$ cat src/sv/bb3_pkg.sv
`timescale 1ns / 1ps
`default_nettype none

package bb3_pkg;

  localparam int MAX_WIDTH   = 1024;
  localparam int LS_AW       = $clog2(MAX_WIDTH);
  localparam int EW          = LS_AW + 1;
  localparam int WIDTH_BITS  = 11;
  localparam int HEIGHT_BITS = 12;
  localparam int TW          = EW + HEIGHT_BITS;
  localparam int CFG_AW      = 3;
  localparam int WIN_N       = 3;
  localparam int SUM_W       = 12;

  localparam logic REG_WIDTH  = 1'b0;
  localparam logic REG_HEIGHT = 1'b1;

  localparam logic [WIDTH_BITS-1:0]  WIDTH_RST  = 11'd640;
  localparam logic [HEIGHT_BITS-1:0] HEIGHT_RST = 12'd480;

  typedef logic [23:0] pix_t;

  typedef struct packed {
    logic       mode;
    logic [7:0] red_in;
    logic [7:0] green_in;
    logic [7:0] blue_in;
  } bb3_in_t;

  typedef struct packed {
    logic [7:0] red_out;
    logic [7:0] green_out;
    logic [7:0] blue_out;
    logic       frame_end;
  } bb3_out_t;

  typedef struct packed {
    pix_t top;
    pix_t mid;
    pix_t bot;
  } bb3_col_t;

  typedef struct packed {
    pix_t upper;
    pix_t middle;
  } bb3_line_t;

  typedef struct packed {
    logic emit;
    logic frame_end;
    logic top_ok;
    logic bot_ok;
    logic left_ok;
    logic right_ok;
  } bb3_ctl_t;

endpackage

`default_nettype wire

$ cat src/sv/bb3_mean.sv
`timescale 1ns / 1ps
`default_nettype none

module bb3_mean (
  input  logic                                   clk,
  input  logic                                   rst_n,
  input  logic                                   advance,
  input  logic                                   win_valid,
  input  bb3_pkg::bb3_ctl_t                      ctl,
  input  bb3_pkg::bb3_col_t [bb3_pkg::WIN_N-1:0] win,
  output logic                                   out_valid,
  output bb3_pkg::bb3_out_t                      out_data
);
  import bb3_pkg::*;

  localparam logic [15:0] DIV3_M  = 16'd43691;
  localparam int          DIV3_SH = 17;
  localparam logic [15:0] DIV9_M  = 16'd58255;
  localparam int          DIV9_SH = 19;
  localparam int          PW      = SUM_W + 16;

  // rounded mean: floor((s + n/2) / n) for n in 1, 2, 3, 4, 6, 9
  function automatic logic [7:0] round_div(input logic [SUM_W-1:0] s, input logic [3:0] n);
    logic [SUM_W-1:0] y;
    logic [PW-1:0]    p;
    logic [7:0]       qv;
    y  = s + SUM_W'(n >> 1);
    p  = '0;
    qv = '0;
    unique case (n)
      4'd1: qv = 8'(y);
      4'd2: qv = 8'(y >> 1);
      4'd4: qv = 8'(y >> 2);
      4'd3: begin
        p  = PW'(y) * PW'(DIV3_M);
        qv = 8'(p >> DIV3_SH);
      end
      4'd6: begin
        p  = PW'(y >> 1) * PW'(DIV3_M);
        qv = 8'(p >> DIV3_SH);
      end
      4'd9: begin
        p  = PW'(y) * PW'(DIV9_M);
        qv = 8'(p >> DIV9_SH);
      end
      default: qv = 8'(y);
    endcase
    return qv;
  endfunction

  logic [2:0]       row_ok;
  logic [2:0]       col_ok;
  logic [1:0]       rows_n;
  logic [1:0]       cols_n;
  logic [3:0]       n_c;
  pix_t             px;
  logic [SUM_W-1:0] sum_c [3];

  logic             sum_v_r;
  logic             sum_fe_r;
  logic [3:0]       n_r;
  logic [SUM_W-1:0] sum_r [3];

  logic             out_valid_r;
  bb3_out_t         out_data_r;

  always_comb begin
    row_ok = {ctl.bot_ok, 1'b1, ctl.top_ok};
    col_ok = {ctl.right_ok, 1'b1, ctl.left_ok};
    rows_n = 2'd1 + 2'(ctl.top_ok) + 2'(ctl.bot_ok);
    cols_n = 2'd1 + 2'(ctl.left_ok) + 2'(ctl.right_ok);
    n_c    = 4'(rows_n) * 4'(cols_n);
    px     = '0;
    for (int ch = 0; ch < 3; ch++) begin
      sum_c[ch] = '0;
      for (int c = 0; c < WIN_N; c++) begin
        for (int r = 0; r < 3; r++) begin
          px = (r == 0) ? win[c].top : ((r == 1) ? win[c].mid : win[c].bot);
          if (row_ok[r] && col_ok[c]) begin
            sum_c[ch] = sum_c[ch] + SUM_W'(px[(2 - ch) * 8 +: 8]);
          end
        end
      end
    end
  end

  always_ff @(posedge clk) begin
    if (!rst_n) begin
      sum_v_r     <= 1'b0;
      out_valid_r <= 1'b0;
    end else if (advance) begin
      sum_v_r     <= win_valid;
      out_valid_r <= sum_v_r;
    end
  end

  always_ff @(posedge clk) begin
    if (advance) begin
      sum_fe_r                 <= ctl.frame_end;
      n_r                      <= n_c;
      sum_r                    <= sum_c;
      out_data_r.red_out       <= round_div(sum_r[0], n_r);
      out_data_r.green_out     <= round_div(sum_r[1], n_r);
      out_data_r.blue_out      <= round_div(sum_r[2], n_r);
      out_data_r.frame_end     <= sum_fe_r;
    end
  end

  assign out_valid = out_valid_r;
  assign out_data  = out_data_r;

endmodule

`default_nettype wire

$ cat config.mk
export PLATFORM = sky130hd
export DESIGN_NAME = bb3_mean
export DESIGN_NICKNAME = d
export VERILOG_FILES = /design/src/sv/bb3_pkg.sv /design/src/sv/bb3_mean.sv
export SDC_FILE = /design/constraint.sdc
export NUM_CORES = 2
export LEC_CHECK = 0
export BUFFER_PORTS_ARGS = -buffer_cell sky130_fd_sc_hd__buf_2
export CORE_ASPECT_RATIO = 1.25
export CORE_MARGIN = 8
export CORE_UTILIZATION = 50
export CTS_BUF_LIST = sky130_fd_sc_hd__clkbuf_4
export DETAILED_ROUTE_END_ITERATION = 16
export GPL_TIMING_DRIVEN = 0
export HOLD_SLACK_MARGIN = 0.12
export PLACE_DENSITY_LB_ADDON = 0.08
export SYNTH_ARGS = -nofsm -noshare
export SYNTH_HDL_FRONTEND = slang
export SYNTH_SLANG_ARGS = --single-unit
$ cat constraint.sdc
create_clock -name clk -period 12.9 [get_ports clk]
set_input_delay 2.58 -clock clk [delete_from_list [all_inputs] [get_ports clk]]
set_output_delay 2.58 -clock clk [all_outputs]
set_load 0.02 [all_outputs]
# Word-level counts from Yosys, hierarchy flattened
# Index checks and enable logic that the tools add are counted.
# Widths: inputs -> output; s select.
[word_totals]
latch_bits = 0
rom_bits = 0
n_memories = 0
mem_bits_rw = 0
ff_bits = 68
out_inout_bits = 26
[op_classes]
eq_ne = 5
reduce_logical = 4
n_addsub = 31
n_shift = 0
mux = 27
n_lt_le_gt_ge = 0
multipliers = 10
n_bitwise = 0
n_div = 0
[op_table]
columns = ["operator", "n"]
rows = [
  ["$add 12x8->12", 23],
  ["$mux 12", 20],
  ["$pmux 8 s5", 3],
  ["$mul 12x16->27 const B", 3],
  ["$mul 11x16->25 const B", 3],
  ["$mul 12x16->25 const B", 3],
  ["$add 12x3->12", 3],
  ["$mux 8", 3],
  ["$add 8x8->9", 1],
  ["$mux 9", 1],
  ["$eq 4x2->1 const B", 2],
  ["$eq 4x3->1 const B", 2],
  ["$add 1x1->2 const A", 2],
  ["$add 2x1->2", 2],
  ["$eq 4x4->1 const B", 1],
  ["$logic_and 1x1->1", 4],
  ["$mul 2x2->4", 1],
]

# Depth between registers and ports, before layout
[depth]
depth_word = 17
ltp_mapped = 54

# Least setup slack after synthesis
# No wires, ideal clock.
[synth_timing]
path_type = "input to register"
from = "in ctl[1] in the netlist's numbering"
to = "reg sum_r[35] in the netlist's numbering (data pin)"
path_slack_ns = 1.784
required_ns = 12.642
arrival_time_ns = 10.858
n_path_buf = 4
setup_ns = 0.258
path_stages = 53
cell_sequence = "buf_4 -> clkbuf_1 -> clkbuf_1 -> clkbuf_1 -> and3_1 -> ha_1 -> inv_1 -> fa_1 -> nor2b_1 -> nor2_1 -> xnor2_1 -> nand2_1 -> inv_1 -> ha_1 -> a21oi_1 -> xnor2_1 -> nand3_1 -> o31ai_1 -> [17 not listed] -> inv_1 -> ha_1 -> o21a_1 -> o31a_1 -> a21oi_1 -> nand2_1 -> o21ai_0 -> ha_1 -> or3_1 -> o211a_1 -> nand3_1 -> nor3_1 -> nor4_1 -> a21oi_1 -> xnor3_1 -> nor2_1 -> nand2_1 -> xnor2_1"
[synth_rtl]
columns = ["element", "line", "source"]
rows = [
  ["from (decl)", "bb3_mean.sv:9", "input bb3_pkg::bb3_ctl_t ctl,"],
  ["to (signal assigned)", "bb3_mean.sv:101", "sum_r <= sum_c;"],
  ["to (decl)", "bb3_mean.sv:62", "logic [SUM_W-1:0] sum_r [3];"],
]

==> run_results.csv <==
group,metric,value,unit
run_status,status,"finished, final reports clean",
synth,synth-edff-count,66,
critical_path,end_kind,"flop",
synth,ys_warn_count,0,
timing,finClkSkew,0.0471,ns
critical_path,r2r_setup_slack,3.82,ns
detailed_routing,routed_wl,94200,um
synth,synth_area_per_cell,8.86,um2
critical_path,crit_path_max_fanout,19,
timing,setup_viol,0,
detailed_routing,wl_met2,47300,um
floorplan,fp.dieH,301,um
clock_network,cts_tree,"built",
final_layout,final_nets,5221,
clock_network,htree_levels,3,
detailed_routing,vias,26677,
grt,grt-ovfl-total,0,
critical_path,critPathLaunchType,"input port",
detailed_routing,ant_nets,0,
clock_network,clk_pin_slew_worst_paths,0.14,ns
critical_path,worstRegToRegCells,28,
place,io_buffers,248,
place,routabilityCongestion,0.940,
critical_path,reg2reg_to,"out_data[7]$_DFFE_PP_",
timing,timing.slew.headroom,0.181,
final_layout,synthToLayoutAreaGrowth,7.81,%
timing,final_hold_viol_count,0,
synth,syn_inst,3669,
critical_path,critPathTopFamily,"compound AO/OA/AOI/OAI gates",
detailed_routing,viasPerCell,5.57,
grt,antenna_found_initial,27,
critical_path,cp-endpoint,"sum_r[23]$_DFFE_PP_",
final_layout,fin_util,0.544,
floorplan,dieArea,73500,um2
grt,grt_pass1_wl,150000,um
synth,seq_area_frac_synth,0.0622,
detailed_routing,wl_per_cell,19.6,um
critical_path,r2r-start,"n_r[1]$_DFFE_PP_",
timing,period_share,0.931,
final_layout,final_layout_size_suffix_gt1_frac,0.0847,
critical_path,cp.depth,44,
clock_network,clock-sinks,68,
detailed_routing,met1_length,38100,um
synth,yosysUniqueCellTypes,95,
detailed_routing,met3_length,4480,um
timing,worst_pin_slew,1.22,ns
floorplan,row_count,104,
timing,fmax,83.3,MHz
grt,grt_util_all_layers,0.257,
critical_path,crit_type,"input port to flop",
synth,synth-seq-cells,68,
clock_network,cts_buffers,9,
detailed_routing,drt_first_pass_iters,7,
critical_path,critPathMaxStageDelay,0.58,ns
hold_path,hold_path_class,"flop to flop",
clock_network,clock_latency,0.55,ns
clock_network,post_cts_buffers,0,
timing,period_needed,12.01,ns
final_layout,seq_area,2020,um2
critical_path,crit_path_frequent_cell,"ha_1",
critical_path,arrival,12.28,ns
synth,syn_area,32500,um2
grt,grt_pass1_vias,28152,
synth,synth_nets,4964,
timing,slew_viol_final,0,
clock_network,cts-root-buf,"clkbuf_4",
final_layout,fillers,6208,
critical_path,crit_slowest_cell,"a2111oi_1",
critical_path,critical_path_buf_inv_count,5,
floorplan,die_x,244,um
place,dp_cells,4766,
clock_network,max-clock-path-buffers,2,
synth,synth_async_sr_flop_share,0,
critical_path,critPathRequiredTime,13.17,ns
floorplan,core,64400,um2
final_layout,multiInputGateArea,27900,um2
critical_path,critPathLaunch,"ctl[1]",
detailed_routing,drc,0,
timing,rsz0062_at_grt,"false",
floorplan,io_pins,252,
detailed_routing,dr.max_layer_used,"met5",
place,hpwlAfterDp,83300,um
detailed_routing,initialDrtViolationCount,1228,
final_layout,final_cell_count_no_fill,4793,
grt,grt_max_degree,65,
synth,synth_ff_type,"edfxtp_1",
floorplan,initial_core_util,0.505,
flow_run,drv_cap,0,
layer usage:
metal,GRT usage,vias to the layer above
met3,0.0425,193
met2,0.476,601
met4,0.106,28
met5,0,-
li1,-,13156
met1,0.290,12699
through the flow:
step | hold slack (ns) | area (um2) | setup WS (ns) | TNS (ns)
2_1_floorplan | 0.400 | 32500 | 1.78 | 0
3_3_place_gp | 0.402 | 34800 | -0.865 | -4.78
3_5_place_dp | 0.415 | 34900 | -0.831 | -4.38
4_1_cts | 0.444 | 35000 | 0.0671 | 0
5_1_grt | 0.464 | 35000 | 0.192 | 0
6_report | 0.440 | 35100 | 0.894 | 0
state kept, by name, indices dropped and copies added, names as in the netlist:
register,flops
sum_v_r,1
sum_fe_r,1
sum_r,36
out_valid,1
out_data,25
n_r,4
synth_stat cells, drive strengths merged (11+ instances only):
library cell	instances	area share
and3	47	0.0092
inv	633	0.073
nor3	49	0.0077
edfxtp	66	0.061
and2	20	0.0038
a21boi	16	0.0037
clkbuf	59	0.0068
xor2	75	0.021
a21o	105	0.024
a31oi	17	0.0033
nand2	146	0.017
ha	694	0.27
a22oi	14	0.0032
xnor2	158	0.043
nor2b	55	0.011
or3	25	0.0048
o211ai	14	0.0034
o31ai	29	0.0070
mux2	20	0.0069
nand3	48	0.0074
o21ai	178	0.027
nand2b	30	0.0058
a21oi	205	0.032
or2	11	0.0021
o21a	47	0.011
a211oi	33	0.0078
nor2	226	0.026
o21bai	26	0.0060
a221oi	15	0.0040
mux2i	29	0.0090
nand4	16	0.0031
o221ai	12	0.0032
fa	375	0.23
nor3b	12	0.0029
o22ai	11	0.0021
area by class of cell:
class	instances	area share
flip-flops and latches	68	0.0577
multi-input cells	2897	0.796
diodes	14	0.000999
well taps	848	0.0303
clock buffers	10	0.00214
repair buffers	249	0.0363
plain buffers	66	0.00739
inverters	635	0.0680
clock inverters	6	0.00182
layout by cell type, fill, tap and decap left out, types with 10 or more instances in the layout:
cell,instances
o21bai_1,26
ha_1,694
o21a_1,47
mux2i_1,28
clkbuf_1,55
buf_2,248
o21ai_0,171
nor2b_1,55
nor3_1,47
edfxtp_1,66
o211ai_1,13
a21o_1,105
o221ai_1,12
nand3_1,48
or2_2,11
o22ai_1,11
a211oi_1,32
and3_1,46
inv_1,632
xnor2_1,154
nand4_1,16
a221oi_1,15
diode_2,14
fa_1,375
or3_1,25
a31oi_1,17
mux2_2,19
a21oi_1,204
clkbuf_4,10
o31ai_1,27
and2_1,20
nor3b_1,11
a22oi_1,14
a21boi_0,16
xor2_1,70
nor4_1,10
nand2_1,146
nand2b_1,30
nor2_1,226
cells by family after synthesis:
family / share of synthesized area
AOI/OAI and AO/OA: 0.166
adders and majority gates: 0.498
muxes: 0.0160
DFF: 0.0622
xor gates and xnor gates: 0.0667
and+or+nand+nor: 0.110
buffers and inverters: 0.0815
worst min-delay path by stage:
stage,from,to,cells after the start
6_report,sum_fe_r$_DFFE_PP_,out_data[0]$_DFFE_PP_,0
5_1_grt,sum_fe_r$_DFFE_PP_,out_data[0]$_DFFE_PP_,0
4_1_cts,sum_fe_r$_DFFE_PP_,out_data[0]$_DFFE_PP_,0
3_5_place_dp,sum_fe_r$_DFFE_PP_,out_data[0]$_DFFE_PP_,0
3_3_place_gp,sum_fe_r$_DFFE_PP_,out_data[0]$_DFFE_PP_,0
2_1_floorplan,sum_fe_r$_DFFE_PP_,out_data[0]$_DFFE_PP_,0
timing repair:
action,in CTS,in global routing
resized for setup,3,4
setup endpoints to repair,2,13
hold buffers,0,0
pin swaps,0,0
Power is left out: the tool's default activity adds up to more than one toggle a clock period on the data nets, which glitch-free logic cannot reach.
