<file path="src/sv/bb3_pkg.sv">
`timescale 1ns / 1ps
`default_nettype none

package bb3_pkg;

  localparam int MAX_WIDTH   = 1024;
  localparam int LS_AW       = $clog2(MAX_WIDTH);
  localparam int EW          = LS_AW + 1;
  localparam int WIDTH_BITS  = 11;
  localparam int HEIGHT_BITS = 12;
  localparam int TW          = EW + HEIGHT_BITS;
  localparam int CFG_AW      = 3;
  localparam int WIN_N       = 3;
  localparam int SUM_W       = 12;

  localparam logic REG_WIDTH  = 1'b0;
  localparam logic REG_HEIGHT = 1'b1;

  localparam logic [WIDTH_BITS-1:0]  WIDTH_RST  = 11'd640;
  localparam logic [HEIGHT_BITS-1:0] HEIGHT_RST = 12'd480;

  typedef logic [23:0] pix_t;

  typedef struct packed {
    logic       mode;
    logic [7:0] red_in;
    logic [7:0] green_in;
    logic [7:0] blue_in;
  } bb3_in_t;

  typedef struct packed {
    logic [7:0] red_out;
    logic [7:0] green_out;
    logic [7:0] blue_out;
    logic       frame_end;
  } bb3_out_t;

  typedef struct packed {
    pix_t top;
    pix_t mid;
    pix_t bot;
  } bb3_col_t;

  typedef struct packed {
    pix_t upper;
    pix_t middle;
  } bb3_line_t;

  typedef struct packed {
    logic emit;
    logic frame_end;
    logic top_ok;
    logic bot_ok;
    logic left_ok;
    logic right_ok;
  } bb3_ctl_t;

endpackage

`default_nettype wire

</file>
<file path="src/sv/bb3_col_cell.sv">
`timescale 1ns / 1ps
`default_nettype none

module bb3_col_cell (
  input  logic               clk,
  input  logic               rst_n,
  input  logic               shift_en,
  input  bb3_pkg::bb3_col_t  col_in,
  output bb3_pkg::bb3_col_t  col_out
);
  import bb3_pkg::*;

  bb3_col_t col_r;

  always_ff @(posedge clk) begin
    if (!rst_n) begin
      col_r <= '0;
    end else if (shift_en) begin
      col_r <= col_in;
    end
  end

  assign col_out = col_r;

endmodule

`default_nettype wire

</file>
<file path="config.mk">
export PLATFORM = sky130hd
export DESIGN_NAME = bb3_col_cell
export DESIGN_NICKNAME = d
export VERILOG_FILES = /design/src/sv/bb3_pkg.sv /design/src/sv/bb3_col_cell.sv
export SDC_FILE = /design/constraint.sdc
export NUM_CORES = 1
export LEC_CHECK = 0
export BUFFER_PORTS_ARGS = -buffer_cell sky130_fd_sc_hd__buf_4
export CAP_MARGIN = 30
export CORE_ASPECT_RATIO = 1.75
export CORE_MARGIN = 2
export CORE_UTILIZATION = 48
export DETAILED_ROUTE_END_ITERATION = 8
export PLACE_DENSITY = 0.89
export SYNTH_ARGS = -nofsm -noshare
export SYNTH_HDL_FRONTEND = slang
export SYNTH_SLANG_ARGS = --single-unit
export TNS_END_PERCENT = 30
</file>
<file path="constraint.sdc">
create_clock -name clk -period 1.15 [get_ports clk]
set_input_delay 0.115 -clock clk [delete_from_list [all_inputs] [get_ports clk]]
set_output_delay 0.115 -clock clk [all_outputs]
set_load 0.02 [all_outputs]
</file>
==> Word level (Yosys, flattened, before mapping) <==
Index checks and enable logic that the tools add are counted.
{ "totals": {"reg_bits": 72, "latch_bits": 0, "mem_bits_rw": 0, "romBits": 0, "inputBits": 75, "out_inout_bits": 72, "word_cells": 3, "n_memories": 0} }
{ "op_classes": {"n_addsub": 0, "mul": 0, "n_div": 0, "n_lt_le_gt_ge": 0, "n_eq_ne": 0, "shift": 0, "n_mux": 0, "n_bitwise": 0, "reduce_logical": 0} }

==> Depth between registers and ports, before layout <==
Gate-level depths: netlist (run 1).
{ "logic_depth": {"ltp_word": 0, "depth_mapped": 4, "mapped_depth_nobuf": 2} }

==> Worst setup path before layout (run 1) <==
OpenSTA, ideal clock, no wires.
{ "synth_timing": {"kind": "input to register", "startpoint": "input port shift_en", "endpoint": "register col_r, in the netlist col_out[0]", "setup_time_ns": 0.116, "t_arrival_ns": 0.644, "t_required_ns": 1.034, "path_slack_ns": 0.390, "cell_stages": 4, "path_buffers": 2, "path_cell_list": "buf_6 buf_8 mux2i_1 nor2b_1"} }
{ "synth_rtl": {"columns": ["item", "line_no", "source"], "rows": [
  ["start, declared", "bb3_col_cell.sv:7", "input logic shift_en,"],
  ["end signal, assigned", "bb3_col_cell.sv:19", "col_r <= col_in;"],
  ["end, declared", "bb3_col_cell.sv:13", "bb3_col_t col_r;"]
]} }

==> Final worst setup path (run 1) <==
{ "layout_timing": {"startpoint": "register col_r, in the netlist col_out[62]", "endpoint": "output port col_out[62] (netlist name)"} }
{ "layout_rtl": {"columns": ["item", "line_no", "source"], "rows": [
  ["end, declared", "bb3_col_cell.sv:9", "output bb3_pkg::bb3_col_t col_out"]
]} }
No word-level cell between the ends.

==> qor.yml, run 1 <==
timing:
  min_period_ps: 959
  finalCritPeriodShare_pct: 83.3
  hold_viol_final: 0
  tightest_slew_ps: 252
  maxSlewHeadroom_pct: 83.2
  setup_viol: 0
  clock_skew_ps: 0
  max_freq_mhz: 1040
  rsz0062_at_grt: "false"
  setup_tns_ps: 0
  drv_slew: 0
floorplanning:
  dieArea_sq_mm: 0.00640
  die_w_microns: 61.3
  coreArea_sq_mm: 0.00554
  rows: 36
  ios: 147
  start_util_pct: 49.8
  fp.dieH_microns: 104
min_path:
  min-delay-start: "col_in[42]"
  hold_depth: 3
  hold_path_class: "input pin to register"
  min_to: "col_out[42]"
placed_design:
  placement.io_buffers: 146
  dp_hpwl_mm: 4.54
  dp.cells: 441
  gp_congestion: 0.730
  dpl_cell_area_sq_mm: 0.00386
synthesis:
  ys_seq_elements: 72
  syn_area_sq_mm: 0.00276
  synth_cell_types: 7
  ys_seq_area_share_pct: 52.2
  syn_avg_cell_area_sq_um: 11.9
  syn_inst: 232
  synth_warnings: 0
  synth_fp_nets: 307
layout:
  fillers: 407
  fin_util_pct: 72.6
  antenna-diode-count: 0
  syn_to_final_growth_pct: 45.8
  fin_cells: 457
  largest_reg_flops: 72
  drive_gt1_share_pct: 41.7
  final_area_sq_mm: 0.00402
  layout.nets: 451
clock_network:
  clk_pin_slew_ps: 70
  clock_tree.root_cell: "clkbuf_8"
  cts_buffers: 9
  cts_hold_buf: 0
  cts_setup_buffers: 0
  clk-insertion-delay-late_ps: 330
  cts.path.max_buffers: 2
  tritoncts: "done"
  cts_max_level: 3
  numClockSinks: 72
  cts_resized: 0
detailed_routing:
  drtAntennaViolNets: 0
  wl_per_cell_microns: 13.7
  vias: 2109
  drc: 0
  dr.first_iter.drc_count: 43
  wl_mm: 6.27
  viasPerCell: 4.61
  dr.pass1.iters: 4
setup_path:
  crit_type: "register to output port"
  cp-start-kind: "register"
  path_buf_inv: 1
  worstPathArrival_ps: 840
  timing.rr.end: "col_out[68]"
  cp_max_fo: 2
  worstReg2RegStart: "col_out[68]"
  cp_top_family: "flip-flops"
  rrSetupSlack_ps: 520
  slowest_stage: "dfxtp_1"
  worstRegToRegCells: 2
  path_cells: "buf_4"
  crit_required_ps: 1030
  crit_path_max_incr_delay_ps: 360
  cp-end-kind: "output port"
grt:
  grt-ovfl-total: 0
  grt_util_all_layers_pct: 20.0
  first_global_vias: 2150
  antenna_found_initial: 0
  grt_pass1_wl_mm: 9.62
  grt_max_degree: 73
power:
  power_leakage_nw: 1.98
  ir_drop_mv: 0.918
  pwr_density_cell_mw_per_mm2: 1340
job:
  max_cap_violations: 0
status:
  outcome: "finished clean"
cells in the final DEF, fill, tap and decap left out:
| cell | instances |
|---|---|
| mux2i_1 | 72 |
| clkbuf_8 | 10 |
| buf_4 | 146 |
| clkbuf_1 | 6 |
| dfxtp_1 | 72 |
| nor2b_1 | 72 |
| buf_12 | 3 |
Yosys cell counts, drive strengths merged:
cell | n | share of area (%)
clkbuf | 8 | 1.1
mux2i | 72 | 26
buf | 8 | 4.2
dfxtp | 72 | 52
nor2b | 72 | 16
where the power goes:
group / internal [mW] / total [mW] / switching, mW
clock: 0.850 / 1.67 / 0.819
combinational: 0.537 / 0.991 / 0.454
sequential: 2.64 / 2.72 / 0.0797
total: 4.03 / 5.38 / 1.35
area by class of cell:
| type | count | area, sq um | area share [%] |
|---|---|---|---|
| well taps | 76 | 95.1 | 2.36 |
| repair buffers | 149 | 1160 | 28.7 |
| clock buffers | 16 | 160 | 3.98 |
| multi-input cells | 144 | 1170 | 29.1 |
| flip-flops and latches | 72 | 1440 | 35.8 |
per-stage QoR:
step                      worst slack [ps]  total power, mW  hold WS, ps
after detailed placement               215             3.78          378
final                                  191             5.38         36.0
after global placement                 262             3.75          369
after CTS                              169             5.45         22.4
after global routing                   159             5.60         34.0
after floorplan                        390             3.31          284
tightest hold or removal path, stage by stage:
cell	delay (ps)
buf_4	70
mux2i_1	50
nor2b_1	90
cell families (layout without fill, tap and decap cells):
logic type | count (synthesis) | count (layout) | share of synthesized area, %
buffers and inverters | 16 | 165 | 5.35
flip-flops | 72 | 72 | 52.2
multiplexers | 72 | 72 | 26.1
AND/OR/NAND/NOR | 72 | 72 | 16.3
routing by layer:
layer / wire (microns) / global-route usage [%] / vias to the layer above
met4: 128 / 10.7 / 0
met5: 0 / 0 / -
met2: 3450 / 35.2 / 79
met3: 431 / 5.22 / 9
met1: 2260 / 20.0 / 969
li1: - / - / 1052
worst max-delay path by stage:
stage	startpoint	to	depth (start not counted)
3_3_place_gp	shift_en	col_out[59]	4
6_report	col_out[62]	col_out[62]	1
4_1_cts	col_out[62]	col_out[62]	1
3_5_place_dp	shift_en	col_out[68]	4
2_1_floorplan	shift_en	col_out[0]	4
5_1_grt	col_out[9]	col_out[9]	1
No activity file was read; power rests on OpenSTA's default activity.
==> run 2: changes to the inputs <==
--- a/config.mk
+++ b/config.mk
@@ -9,9 +9,9 @@
 export CAP_MARGIN = 30
 export CORE_ASPECT_RATIO = 1.75
 export CORE_MARGIN = 2
-export CORE_UTILIZATION = 48
+export CORE_UTILIZATION = 40
 export DETAILED_ROUTE_END_ITERATION = 8
-export PLACE_DENSITY = 0.89
+export PLACE_DENSITY = 0.79
 export SYNTH_ARGS = -nofsm -noshare
 export SYNTH_HDL_FRONTEND = slang
 export SYNTH_SLANG_ARGS = --single-unit
==> constraint.sdc (replaced) <==
create_clock -name clk -period 0.8 [get_ports clk]
set_input_delay 0.08 -clock clk [delete_from_list [all_inputs] [get_ports clk]]
set_output_delay 0.08 -clock clk [all_outputs]
set_load 0.02 [all_outputs]
==> run 2 against run 1 <==
  * The run now ends with negative setup slack left
  * Sequential power is 47% higher
  * First-iteration DRC count rose by 40%
  * Sequential share of layout area shrank 2.1 points
  * Non-clock buffer count grew 5
  * Power increased by 70%
  * Clock skew is the same
  * Count of clock-buffer cells in the layout decreased by 1
  * Via count is 1.9% higher
  * Critical endpoint is now col_out[70]
==> qor.yml, run 2 (same netlist as run 1, synthesis figures left out) <==
layout:
  fillers: 514  # +26%
  drive_gt1_share_pct: 61.6  # +20 points
  syn_to_final_growth_pct: 64.5
  final_cell_mix: "buf_4, mux2i_1, nor2b_1, dfxtp_2, buf_6"
  ff_latch_area_sq_mm: 0.00153  # +6.3%
  layout_commonest_cell: "buf_4"
  antenna-diode-count: 0  # unchanged
  largest_reg_flops: 72  # unchanged
  multi_input_area_sq_mm: 0.00117  # unchanged
  layout.nets: 456  # +1.1%
timing:
  clock_skew_ps: 0  # unchanged
  maxSlewHeadroom_pct: 63.1  # -20 points
  fin_ws_ps: -69.3  # -261 ps
  finalCritPeriodShare_pct: 109
  hold_viol_final: 0  # unchanged
  tightest_slew_ps: 553  # +301 ps
  rsz0062_at_grt: "true"
  max_freq_mhz: 1150
  fin_hold_ws_ps: 12.8  # -23.2 ps
  setup_viol: 72  # +72
  min_period_ps: 869
  drv_slew: 0  # unchanged
grt:
  grt-ovfl-total: 0  # unchanged
  grtUsageMet3_pct: 5.82  # +0.59 points
  grtUsageMet2_pct: 35.1  # -0.049 points
  grt_max_degree: 73  # unchanged
  antenna_found_initial: 0  # unchanged
  grt_pass1_wl_mm: 10.6  # +9.9%
  grt_util_all_layers_pct: 18.9  # -1.1 points
  grtUsageMet1_pct: 17.3  # -2.7 points
  first_global_vias: 2285  # +6.3%
  top_usage_layer: "met2"
floorplanning:
  dieArea_sq_mm: 0.00761  # +19%
  fp.dieH_microns: 114  # +9.2%
  coreArea_sq_mm: 0.00676  # +22%
  rows: 40  # +11%
  die_w_microns: 66.8  # +8.9%
  start_util_pct: 40.9  # -9.0 points
  ios: 147  # unchanged
setup_path:
  cp_max_fo: 2  # unchanged
  crit_required_ps: 720  # -310 ps
  crit_type: "register to output port"
  worstReg2RegStart: "col_out[69]"
  rrSetupSlack_ps: 40  # -480 ps
  cp-start-kind: "register"
  path_buf_inv: 1  # unchanged
  timing.rr.end: "col_out[69]"
  worstRegToRegCells: 3  # +1
  cp-end-kind: "output port"
  cp_top_family: "flip-flops"
  slowest_stage: "dfxtp_2"
  worstPathArrival_ps: 790  # -50 ps
  crit_path_max_incr_delay_ps: 350  # about the same
  path_cells: "buf_6"
clock_network:
  clock_tree.root_cell: "clkbuf_16"
  cts_buffers: 9  # unchanged
  clk-insertion-delay-late_ps: 320  # about the same
  numClockSinks: 72  # unchanged
  cts.path.max_buffers: 2  # unchanged
  clk_pin_slew_ps: 50  # -20 ps
  cts_max_level: 3  # unchanged
  tritoncts: "done"
detailed_routing:
  wl_mm: 6.90  # +10%
  drc: 0  # unchanged
  dr.first_iter.drc_count: 60  # +40%
  dr.pass1.iters: 4  # unchanged
  wl_per_cell_microns: 14.7  # +7.3%
  vias: 2150  # +1.9%
  viasPerCell: 4.58  # -0.66%
  drtAntennaViolNets: 0  # unchanged
placed_design:
  placement.io_buffers: 146  # unchanged
  gp_congestion: 0.778  # +6.6%
  dp_hpwl_mm: 4.80  # +5.7%
power:
  pwr_density_cell_mw_per_mm2: 2020  # +51%
  total_power_mw: 9.17  # +70%
  power_leakage_nw: 2.15  # +8.3%
  ir_drop_mv: 1.53  # +66%
job:
  max_cap_violations: 0  # unchanged
min_path:
  min_to: "col_out[4]"
  hold_depth: 3  # unchanged
  hold_path_class: "input pin to register"
  min-delay-start: "col_in[4]"
status:
  violations: "negative setup slack"
  outcome: "finished with violations"
[run 2: how the worst max path moves through the flow]
stage / from / to / depth (start not counted)
2_1_floorplan: shift_en / col_out[0] / 4
3_3_place_gp: shift_en / col_out[43] / 4
3_5_place_dp: shift_en / col_out[40] / 4
4_1_cts: col_out[70] / col_out[70] / 1
5_1_grt: col_out[70] / col_out[70] / 1
6_report: col_out[70] / col_out[70] / 1
[run 2: through the flow]
step / std cells / setup TNS, ps / instance area (sq um) / setup slack (ps) / utilization (%)
floorplan: 232 / 0 / 2760 / 75.2 / -
global placement: 450 / -1570 / 3880 / -37.8 / 57.4
detailed placement: 450 / -2810 / 3880 / -99.5 / 57.4
CTS: 467 / -4670 / 4520 / -88.3 / 67.0
global route: 469 / -5440 / 4540 / -101 / 67.2
finish: 469 / -3430 / 4540 / -69.3 / 67.2
[run 2: where the power goes]
group          total [mW]  switching (mW)  internal (mW)  leakage (nW)
Combinational        1.59           0.671          0.918          1.40
Sequential           4.01           0.153           3.85         0.620
Clock                3.57            1.32           2.25         0.130
[run 2: timing repair]
item	in CTS	in global routing
setup buffers	2	2
hold buffers	0	0
endpoints found under the setup margin	72	72
gates resized for setup	144	0
hold endpoints to repair	0	0
[run 2: final cells by class]
| type | instances | area share [%] |
|---|---|---|
| clock buffer | 15 | 5.90 |
| timing repair buffer | 154 | 32.2 |
| sequential | 72 | 33.7 |
| tap | 84 | 2.32 |
| multi-input combinational | 144 | 25.8 |
[run 2: layer usage]
layer | vias up | part of all wire (%)
met5 | - | 0
met4 | 0 | 3.6
met3 | 18 | 5.0
met2 | 83 | 58
met1 | 986 | 34
li1 | 1063 | -
==> run 3: changes to the inputs <==
--- a/config.mk
+++ b/config.mk
@@ -12,6 +12,8 @@
 export CORE_UTILIZATION = 40
 export DETAILED_ROUTE_END_ITERATION = 8
 export PLACE_DENSITY = 0.79
+export SETUP_SLACK_MARGIN = 0.5
+export SLEW_MARGIN = 20
 export SYNTH_ARGS = -nofsm -noshare
 export SYNTH_HDL_FRONTEND = slang
 export SYNTH_SLANG_ARGS = --single-unit
==> run 3 against run 2 <==
  * The flow still finishes with violations (negative setup slack)
  * Count of clock-buffer cells in the layout shrank 2
  * Global-route usage down 0.58 points
  * Via count is 1.8% lower
  * Critical endpoint is now col_out[59]
==> qor.yml, run 3 (same netlist as run 1, synthesis figures left out) <==
status:
  outcome: "finished with violations"
  violations: "negative setup slack"
floorplanning:
  fp.dieH_microns: 114  # unchanged
  dieArea_sq_mm: 0.00761  # unchanged
  die_w_microns: 66.8  # unchanged
  ios: 147  # unchanged
  start_util_pct: 40.9  # unchanged
  rows: 40  # unchanged
  coreArea_sq_mm: 0.00676  # unchanged
placed_design:
  gp_congestion: 0.763  # -1.9%
  dp.cells: 451  # +0.22%
  placement.io_buffers: 146  # unchanged
  dp_hpwl_mm: 4.66  # -3.0%
layout:
  layout_commonest_cell: "buf_4"
  fin_cells: 467  # -0.43%
  fillers: 523  # +1.8%
  ff_latch_area_sq_mm: 0.00153  # unchanged
  final_cell_mix: "buf_4, mux2i_1, nor2b_1, dfxtp_2, buf_6"
  drive_gt1_share_pct: 61.6  # about the same
  syn_to_final_growth_pct: 63.3
  layout.nets: 455  # -0.22%
  multi_input_area_sq_mm: 0.00117  # unchanged
  fin_util_pct: 66.7  # -0.48 points
  antenna-diode-count: 0  # unchanged
  largest_reg_flops: 72  # unchanged
detailed_routing:
  dr.pass1.iters: 4  # unchanged
  wl_mm: 6.57  # -4.8%
  wl_per_cell_microns: 14.1  # -4.4%
  vias: 2112  # -1.8%
  viasPerCell: 4.52  # -1.3%
  drc: 0  # unchanged
  drtAntennaViolNets: 0  # unchanged
  dr.first_iter.drc_count: 86  # +43%
timing:
  drv_slew: 0  # unchanged
  finalCritPeriodShare_pct: 107  # -1.5 points
  fin_ws_ps: -57.0  # +12.3 ps
  hold_viol_final: 0  # unchanged
  tightest_slew_ps: 543  # -10.0 ps
  rsz0062_at_grt: "true"
  setup_tns_ps: -3370  # +59.8 ps
  min_period_ps: 857  # -12.3 ps
  maxSlewHeadroom_pct: 63.8  # +0.67 points
  setup_viol: 72  # unchanged
  clock_skew_ps: 0  # unchanged
  max_freq_mhz: 1170  # +1.4%
grt:
  antenna_found_initial: 0  # unchanged
  grtUsageMet3_pct: 3.55  # -2.3 points
  grt_util_all_layers_pct: 18.3  # -0.58 points
  grt_pass1_wl_mm: 10.4  # -2.1%
  grt-ovfl-total: 0  # unchanged
  grt_max_degree: 73  # unchanged
  top_usage_layer: "met2"
  first_global_vias: 2225  # -2.6%
  grtUsageMet1_pct: 18.0  # +0.64 points
  grtUsageMet2_pct: 33.2  # -1.9 points
setup_path:
  slowest_stage: "dfxtp_2"
  cp-start-kind: "register"
  cp-startpoint: "col_out[59]"
  crit_required_ps: 720  # about the same
  cp-end-kind: "output port"
  crit_type: "register to output port"
  worstRegToRegCells: 3  # unchanged
  timing.rr.end: "col_out[40]"
  cp_top_family: "flip-flops"
  path_cells: "buf_6"
  cp_max_fo: 2  # unchanged
  path_buf_inv: 1  # unchanged
  worstReg2RegStart: "col_out[40]"
  crit_path_max_incr_delay_ps: 330  # -20 ps
  rrSetupSlack_ps: 60  # +20 ps
  worstPathArrival_ps: 780  # about the same
clock_network:
  tritoncts: "done"
  clk_pin_slew_ps: 50  # about the same
  clock_tree.root_cell: "clkbuf_16"
  cts_buffers: 9  # unchanged
  clk-insertion-delay-late_ps: 320  # about the same
  cts_max_level: 3  # unchanged
  cts.path.max_buffers: 2  # unchanged
  cts_hold_buf: 0  # unchanged
  numClockSinks: 72  # unchanged
power:
  pwr-share-clk_pct: 38.4  # -0.6 points
  internal_power_mw: 6.90  # -1.7%
  p_sw_share_pct: 23.6  # +0.22 points
  power_leakage_nw: 2.13  # -0.69%
  pwr_density_cell_mw_per_mm2: 2000  # -0.74%
  pwr-share-comb_pct: 17.4  # about the same
  seqPwrFrac_pct: 44.3  # +0.6 points
  ir_drop_mv: 1.59  # +4.1%
  p_switching_mw: 2.13  # -0.53%
min_path:
  min_to: "col_out[24]"
  hold_path_class: "input pin to register"
  hold_depth: 3  # unchanged
  min-delay-start: "col_in[24]"
job:
  max_cap_violations: 0  # unchanged
==> run 3: cell types whose count changed in the layout (fill, tap and decap cells not counted), sizes merged <==
cell,change
buf,-1
clkbuf,-2
clkinv,+1
==> run 3: timing repair <==
action | in CTS | in global routing
setup buffers | 2 | 0
setup endpoints to repair | 144 | 144
pin swaps | 0 | 0
resized for setup | 144 | 0
==> run 3: layout make-up <==
class                   count  area share (%)
well taps                  84            2.33
multi-input cells         144            26.0
flip-flops and latches     72            34.0
clock inverters             1           0.111
repair buffers            153            32.0
clock buffers              13            5.55
==> run 3: layer usage <==
layer | share of wire, % | routed length (microns) | vias up
met2 | 57 | 3740 | 80
met1 | 34 | 2230 | 955
met5 | 0 | 0 | -
met4 | 3.7 | 242 | 0
li1 | - | - | 1058
met3 | 5.5 | 361 | 19
==> run 3: power by group through the flow <==
stage | sequential [mW] | combinational, mW | clock (mW)
2_1_floorplan | 4.24 | 0.521 | 0
3_3_place_gp | 3.98 | 1.42 | 0
3_5_place_dp | 3.99 | 1.44 | 0
4_1_cts | 4.00 | 1.58 | 3.55
5_1_grt | 4.02 | 1.67 | 3.72
6_report | 4.00 | 1.57 | 3.47
==> run 3: how the worst max path moves through the flow <==
stage                  endpoint  slack (ps)  cells past startpoint
floorplan            col_out[0]         120                      4
global placement    col_out[45]         -50                      4
detailed placement  col_out[35]         -80                      4
CTS                 col_out[59]         -70                      1
global route         col_out[4]         -90                      1
finish              col_out[59]         -60                      1
==> run 3: through the flow <==
| stage | setup slack, ps | hold WS, ps | total power, mW | instance area (sq um) |
|---|---|---|---|---|
| 2_1_floorplan | 117 | 249 | 4.76 | 2770 |
| 3_3_place_gp | -47.2 | 334 | 5.40 | 3880 |
| 3_5_place_dp | -76.3 | 344 | 5.43 | 3880 |
| 4_1_cts | -73.3 | 2.88 | 9.13 | 4510 |
| 5_1_grt | -88.3 | 14.5 | 9.42 | 4510 |
| 6_report | -57.0 | 12.3 | 9.03 | 4510 |
